`src/sv/pfi_pkg.sv`:
```
// Shared types and constants for the polyphase FIR interpolator.
// Used by the controller, the datapath, the top level and the port checker.
package pfi_pkg;

	localparam int SAMPLE_W   = 24;
	localparam int COEF_W     = 18;
	localparam int PROD_W     = SAMPLE_W + COEF_W;
	localparam int ACC_W      = 48;
	localparam int RATIO_W    = 3;
	localparam int PLEN_W     = 7;
	localparam int PHASE_W    = 6;
	localparam int CIDX_W     = 9;
	localparam int CFG_IDX_W  = 1;
	localparam int CFG_DATA_W = 7;
	localparam int SHIFT_W    = 5;

	// Q1.17 coefficient scale; the ratio shift is taken off this
	localparam int COEF_FRAC = 17;

	localparam logic [RATIO_W-1:0] RATIO_MIN = 3'd1;
	localparam logic [RATIO_W-1:0] RATIO_MAX = 3'd6;
	localparam logic [RATIO_W-1:0] RATIO_RST = 3'd1;
	localparam logic [PLEN_W-1:0]  PLEN_RST  = 7'd8;

	localparam logic signed [ACC_W-1:0]    SAT_HI = 48'sd8388607;
	localparam logic signed [ACC_W-1:0]    SAT_LO = -48'sd8388608;
	localparam logic signed [SAMPLE_W-1:0] OUT_HI = 24'h7F_FFFF;
	localparam logic signed [SAMPLE_W-1:0] OUT_LO = 24'h80_0000;

	typedef enum logic [0:0] {
		OP_LOAD   = 1'b0,
		OP_SAMPLE = 1'b1
	} op_t;

	typedef enum logic [CFG_IDX_W-1:0] {
		CFG_RATIO = 1'b0,
		CFG_PLEN  = 1'b1
	} cfg_reg_t;

	typedef enum logic [5:0] {
		ST_IDLE   = 6'b000001,
		ST_SETUP  = 6'b000010,
		ST_RUN    = 6'b000100,
		ST_DRAIN  = 6'b001000,
		ST_ROUND  = 6'b010000,
		ST_FINISH = 6'b100000
	} state_t;

	typedef struct packed {
		logic               tap_wr;
		logic               push;
		logic               setup;
		logic               step;
		logic               round;
		logic               load;
		logic [PHASE_W-1:0] k;
		logic               last;
	} dp_cmd_t;

	typedef struct packed {
		logic [PHASE_W-1:0] l_m1;
		logic               last_step;
		logic               pipe_empty;
		logic               out_busy;
	} dp_sts_t;

	// clamp the ratio register into its meaningful range
	function automatic logic [RATIO_W-1:0] eff_ratio(input logic [RATIO_W-1:0] r);
		logic [RATIO_W-1:0] v;
		v = r;
		if (r < RATIO_MIN) v = RATIO_MIN;
		if (r > RATIO_MAX) v = RATIO_MAX;
		return v;
	endfunction

endpackage

```
`src/sv/pfi_ctrl.sv`:
```
// Sequencer for the interpolator: input handshake, phase and tap loop control.
// Depends on pfi_pkg; drives the datapath through dp_cmd_t, watches dp_sts_t.
module pfi_ctrl (
	input  logic             clk,
	input  logic             arst_n,
	input  logic             in_valid,
	input  logic             opcode,
	output logic             in_ready,
	input  pfi_pkg::dp_sts_t sts,
	output pfi_pkg::dp_cmd_t cmd
);
	import pfi_pkg::*;

	state_t             state_q, state_d;
	logic [PHASE_W-1:0] k_q, k_d;
	logic               accept;

	assign in_ready = (state_q == ST_IDLE);
	assign accept   = in_valid && in_ready;

	always_comb begin
		state_d    = state_q;
		k_d        = k_q;
		cmd        = '0;
		cmd.k      = k_q;
		cmd.last   = (k_q == sts.l_m1);
		unique case (state_q)
			ST_IDLE: begin
				if (accept) begin
					if (opcode == OP_SAMPLE) begin
						cmd.push = 1'b1;
						k_d      = '0;
						state_d  = ST_SETUP;
					end else begin
						cmd.tap_wr = 1'b1;
					end
				end
			end
			ST_SETUP: begin
				cmd.setup = 1'b1;
				state_d   = ST_RUN;
			end
			ST_RUN: begin
				cmd.step = 1'b1;
				if (sts.last_step) state_d = ST_DRAIN;
			end
			ST_DRAIN: begin
				if (sts.pipe_empty) state_d = ST_ROUND;
			end
			ST_ROUND: begin
				cmd.round = 1'b1;
				state_d   = ST_FINISH;
			end
			ST_FINISH: begin
				if (!sts.out_busy) begin
					cmd.load = 1'b1;
					if (k_q == sts.l_m1) begin
						state_d = ST_IDLE;
					end else begin
						k_d     = k_q + PHASE_W'(1);
						state_d = ST_SETUP;
					end
				end
			end
			default: state_d = ST_IDLE;
		endcase
	end

	always_ff @(posedge clk or negedge arst_n) begin
		if (!arst_n) begin
			state_q <= ST_IDLE;
			k_q     <= '0;
		end else begin
			state_q <= state_d;
			k_q     <= k_d;
		end
	end

endmodule

```
`config.mk`:
```
export PLATFORM = sky130hd
export DESIGN_NAME = pfi_ctrl
export DESIGN_NICKNAME = d
export VERILOG_FILES = /design/src/sv/pfi_pkg.sv /design/src/sv/pfi_ctrl.sv
export SDC_FILE = /design/constraint.sdc
export NUM_CORES = 1
export LEC_CHECK = 0
export BUFFER_PORTS_ARGS = -buffer_cell sky130_fd_sc_hd__buf_2
export CELL_PAD_IN_SITES_DETAIL_PLACEMENT = 0
export CELL_PAD_IN_SITES_GLOBAL_PLACEMENT = 2
export CORE_MARGIN = 3
export CORE_UTILIZATION = 30
export CTS_CLUSTER_DIAMETER = 30
export CTS_CLUSTER_SIZE = 24
export DETAILED_ROUTE_END_ITERATION = 7
export GPL_TIMING_DRIVEN = 0
export PLACE_DENSITY_LB_ADDON = 0.08
export SLEW_MARGIN = 25
export SYNTH_ARGS = -nofsm -noshare
export SYNTH_HDL_FRONTEND = slang
export SYNTH_SLANG_ARGS = --single-unit
```
`constraint.sdc`:
```
create_clock -name clk -period 7.4 [get_ports clk]
set_input_delay 1.85 -clock clk [delete_from_list [all_inputs] [get_ports clk]]
set_output_delay 1.85 -clock clk [all_outputs]
set_load 0.005 [all_outputs]
```
[Word level (Yosys, flattened, before mapping)]
Cells that the tools add are included.
Cells by class
  add/sub/neg operators: 1
  multipliers: 0
  divide/modulo/power cells: 0
  $lt $le $gt $ge: 0
  equal/unequal tests: 13
  shift-type cells: 0
  muxes and demuxes: 21
  bitwise gates (word level): 0
  reductions and logical operators: 4
Operators with widths (number)
  $mux 6: 9
  $pmux 6 s6: 1
  $pmux 6 s2: 1
  $ne 2x2->1 const B: 5
  $reduce_and 5->1: 2
  $mux 1: 7
  $add 6x1->6 const B: 1
  $eq 6x1->1 const B: 1
  $eq 6x2->1 const B: 1
  $eq 6x3->1 const B: 1
  $eq 6x4->1 const B: 1
  $eq 6x5->1 const B: 1
  $eq 6x6->1: 1
  $eq 6x6->1 const B: 1
  $mux 2: 3
  $ne 2x1->1 const B: 1
  $reduce_bool 2->1: 1
  $logic_and 1x1->1: 1
Storage, ports and cells
  flip-flop bits (word level): 12
  bits in latches: 0
  RAM bits: 0
  memory bits (read-only): 0
  input bits: 13
  output and inout bits: 14
  logic and storage cells: 41
  memories: 0

[Depth between registers and ports, before layout]
  word-level depth: 4
  gate-level depth with buffers: 8
  depth with buffers taken out: 6

[Least setup slack after synthesis]
Ideal clock, no wire load.
  path kind: input port to output port
  start: input port sts[4] (netlist bit)
  end: output port cmd[0] (netlist bit)
  arrival: 2.444 ns
  data required time: 5.550 ns
  path slack: 3.106 ns
  cell stages on the path: 4
  path buffers: 0
  path through: xnor2_1 > nand4_1 > or2_2 > inv_1
RTL lines
  start: declaration: line pfi_ctrl.sv:9  | input pfi_pkg::dp_sts_t sts,
  end: declaration: line pfi_ctrl.sv:10  | output pfi_pkg::dp_cmd_t cmd

==> results.ini <==
[clock_network]
cts_resized = 0
cts.clk_slew.worst_paths_ns = 0.08
cts_max_level = 1
cts_hold_buf = 0
cts_num_sinks = 12
clockRootBuffer = clkbuf_4
clock_latency_ns = 0.28
cts_tree = yes
post-cts-setup-buffers = 0
cts_buffer_depth = 2
cts_buffers = 3

[synth]
syn_avg_cell_area_sq_um = 9.05
synthDistinctLibCells = 38
synth_async_sr_flop_share = 1.00
synth_edf_count = 0
yosysWarnings = 0
ys_seq_elements = 12
synth_ff_type = dfrtp_1
netlist_instances = 91
netlist_area_sq_um = 823
seq_area_frac_synth = 0.366
synth_nets = 105

[timing]
hold_viol_final = 0
clock_skew_ns = 0.00634
worst_pin_slew_ns = 0.635
setup_tns_ns = 0
min_period_ns = 4.55
period_share = 0.615
slew-limit-headroom = 0.573
hold_ws_ns = 0.552
setup_viol = 0
drv_slew = 0
fmax_ghz = 0.220
grt_setup_unrepaired = no

[run_status]
status = complete, no violations

[route]
dr.pass1.iters = 4
drtIter0Drc = 13
avgViaCountPerCell = 5.10
num_vias = 770
final_antenna_net_count = 0
finalWirelength_um = 1920
drc_errors = 0
wl_per_cell_um = 12.7

[power]
combPwrFrac = 0.445
vdd_drop_max_mv = 0.143
pwr-share-clk = 0.210
seqPwrFrac = 0.345
cellPowerDensity_mw_per_mm2 = 245
switching_share = 0.365
power.leakage_uw = 0.000540
p_sw_uw = 91.8
p_int_uw = 160

[critical_path]
cp_common_cell = buf_2
required_ns = 5.55
reg2reg_setup_slack_ns = 4.95
worstPathCellList = buf_2 -> xnor2_1 -> nand4_1 -> or2_2 -> inv_1 -> buf_2
worst_path_max_delay_cell = or2_2
slowest_delay_ns = 0.33
critPathArrivalTime_ns = 2.70
critical_path.max_fanout = 4
worstSetupPathType = primary input to output port
end_kind = output port
cp-start-kind = primary input

[final_layout]
antenna_cells = 0
final_util = 0.404
syn_to_final_growth_pct = 24.8
nFillCells = 276
fin_cells = 151
fin_area_sq_mm = 0.00103
drive_gt1_frac = 0.339
layout.nets = 136

[global_route]
grt_overflow = 0
antenna_found_initial = 0
grt_pass1_wl_um = 3240
gr-usage-all-layers = 0.124
grt_pass1_vias = 735
grt_max_degree = 13

[placed_design]
gp_congestion = 0.743
port_buffers = 26
place_area_sq_um = 991
hpwl_um = 1530
place_inst = 147

[hold_path]
hold_path.class = flip-flop to flip-flop

[run]
cap_viol_max_count = 0

[die]
core_area_sq_mm = 0.00254
dieArea_sq_mm = 0.00341
dieWidth_um = 58.4
die-height_um = 58.4
start_util = 0.324
num_rows = 18
ios = 27

cell usage after synthesis (all sizes together) (2+ instances only):
cell type  instances  area [sq um]
nand3b             3          22.5
nor2               7          26.3
and3               2          12.5
a31oi              5          31.3
nand4b             2          17.5
o21ai              3          15.0
dfrtp             11           275
nand3              5          25.0
nor4               2          12.5
inv                5          18.8
buf                4          38.8
nand2             11          41.3
and3b              2          17.5
xnor2              6          52.6
o21a               2          15.0
area by class of cell:
| type | instances | area [sq um] | area share |
|---|---|---|---|
| Sequential cell | 12 | 302 | 0.294 |
| Inverter | 5 | 18.8 | 0.0183 |
| Clock buffer | 4 | 36.3 | 0.0353 |
| Buffer | 5 | 42.5 | 0.0414 |
| Tap cell | 30 | 37.5 | 0.0365 |
| Multi-Input combinational cell | 69 | 460 | 0.448 |
| Timing Repair Buffer | 26 | 130 | 0.127 |
state kept, by name, indices dropped and copies added (netlist names):
signal and cells:
k_q 6, state_q 6
stage by stage:
| stage | worst slack (ns) | power [uW] |
|---|---|---|
| after global routing | 2.77 | 273 |
| after global placement | 2.84 | 201 |
| after floorplan | 3.11 | 170 |
| after detailed placement | 2.84 | 201 |
| final | 2.85 | 252 |
| after CTS | 2.84 | 254 |
cell families after synthesis:
family / share of synthesized area
simple gates: 0.301
compound gates: 0.138
flops: 0.366
buf+inv: 0.0744
xor+xnor: 0.0745
mux: 0.0304
fa+ha+maj: 0.0152
worst max-delay path, delay by kind of cell:
family / cells / cell delay (ns)
xor+xnor: 1 / 0.15
buf+inv: 3 / 0.26
simple gates: 2 / 0.45
cells in the final DEF, fill, tap and decap left out, drive strengths merged, types with 2 or more instances in the layout:
cell / Yosys / routed
and3b: 2 / 2
xnor2: 6 / 6
nor4: 2 / 2
inv: 5 / 5
nand3b: 3 / 3
clkbuf: 1 / 5
nand2: 11 / 11
and3: 2 / 2
o21ai: 3 / 3
o21a: 2 / 2
nor2: 7 / 7
dfrtp: 11 / 11
nand3: 5 / 5
a31oi: 5 / 5
nand4b: 2 / 2
buf: 4 / 30
power by group through the flow:
stage / sequential [uW] / combinational, uW / clock [uW]
after CTS: 86.6 / 114 / 54.4
after global placement: 87.7 / 114 / 0
after global routing: 88.3 / 125 / 59.7
final: 86.8 / 112 / 53.0
after detailed placement: 87.9 / 113 / 0
after floorplan: 84.8 / 85.3 / 0
routing by layer:
metal / track usage / part of all wire / vias to the layer above
met4: 0.0596 / 0.012 / 0
met3: 0.0285 / 0.040 / 4
li1: - / - / 388
met2: 0.198 / 0.48 / 13
met1: 0.157 / 0.47 / 365
met5: 0 / 0 / -
path summary, 6_finish.rpt:
path	end	startpoint	cells after the start
worst max-delay path	cmd[0]	sts[7]	6
worst min-delay path	k_q[5]	k_q[5]	1
worst max register to register	k_q[0]	state_q[4]	8
worst min register to register	k_q[5]	k_q[5]	1
max in group asynchronous	state_q[0]	arst_n	1
min in group asynchronous	k_q[1]	arst_n	1
Note: power is estimated with default switching activity, not from simulation.
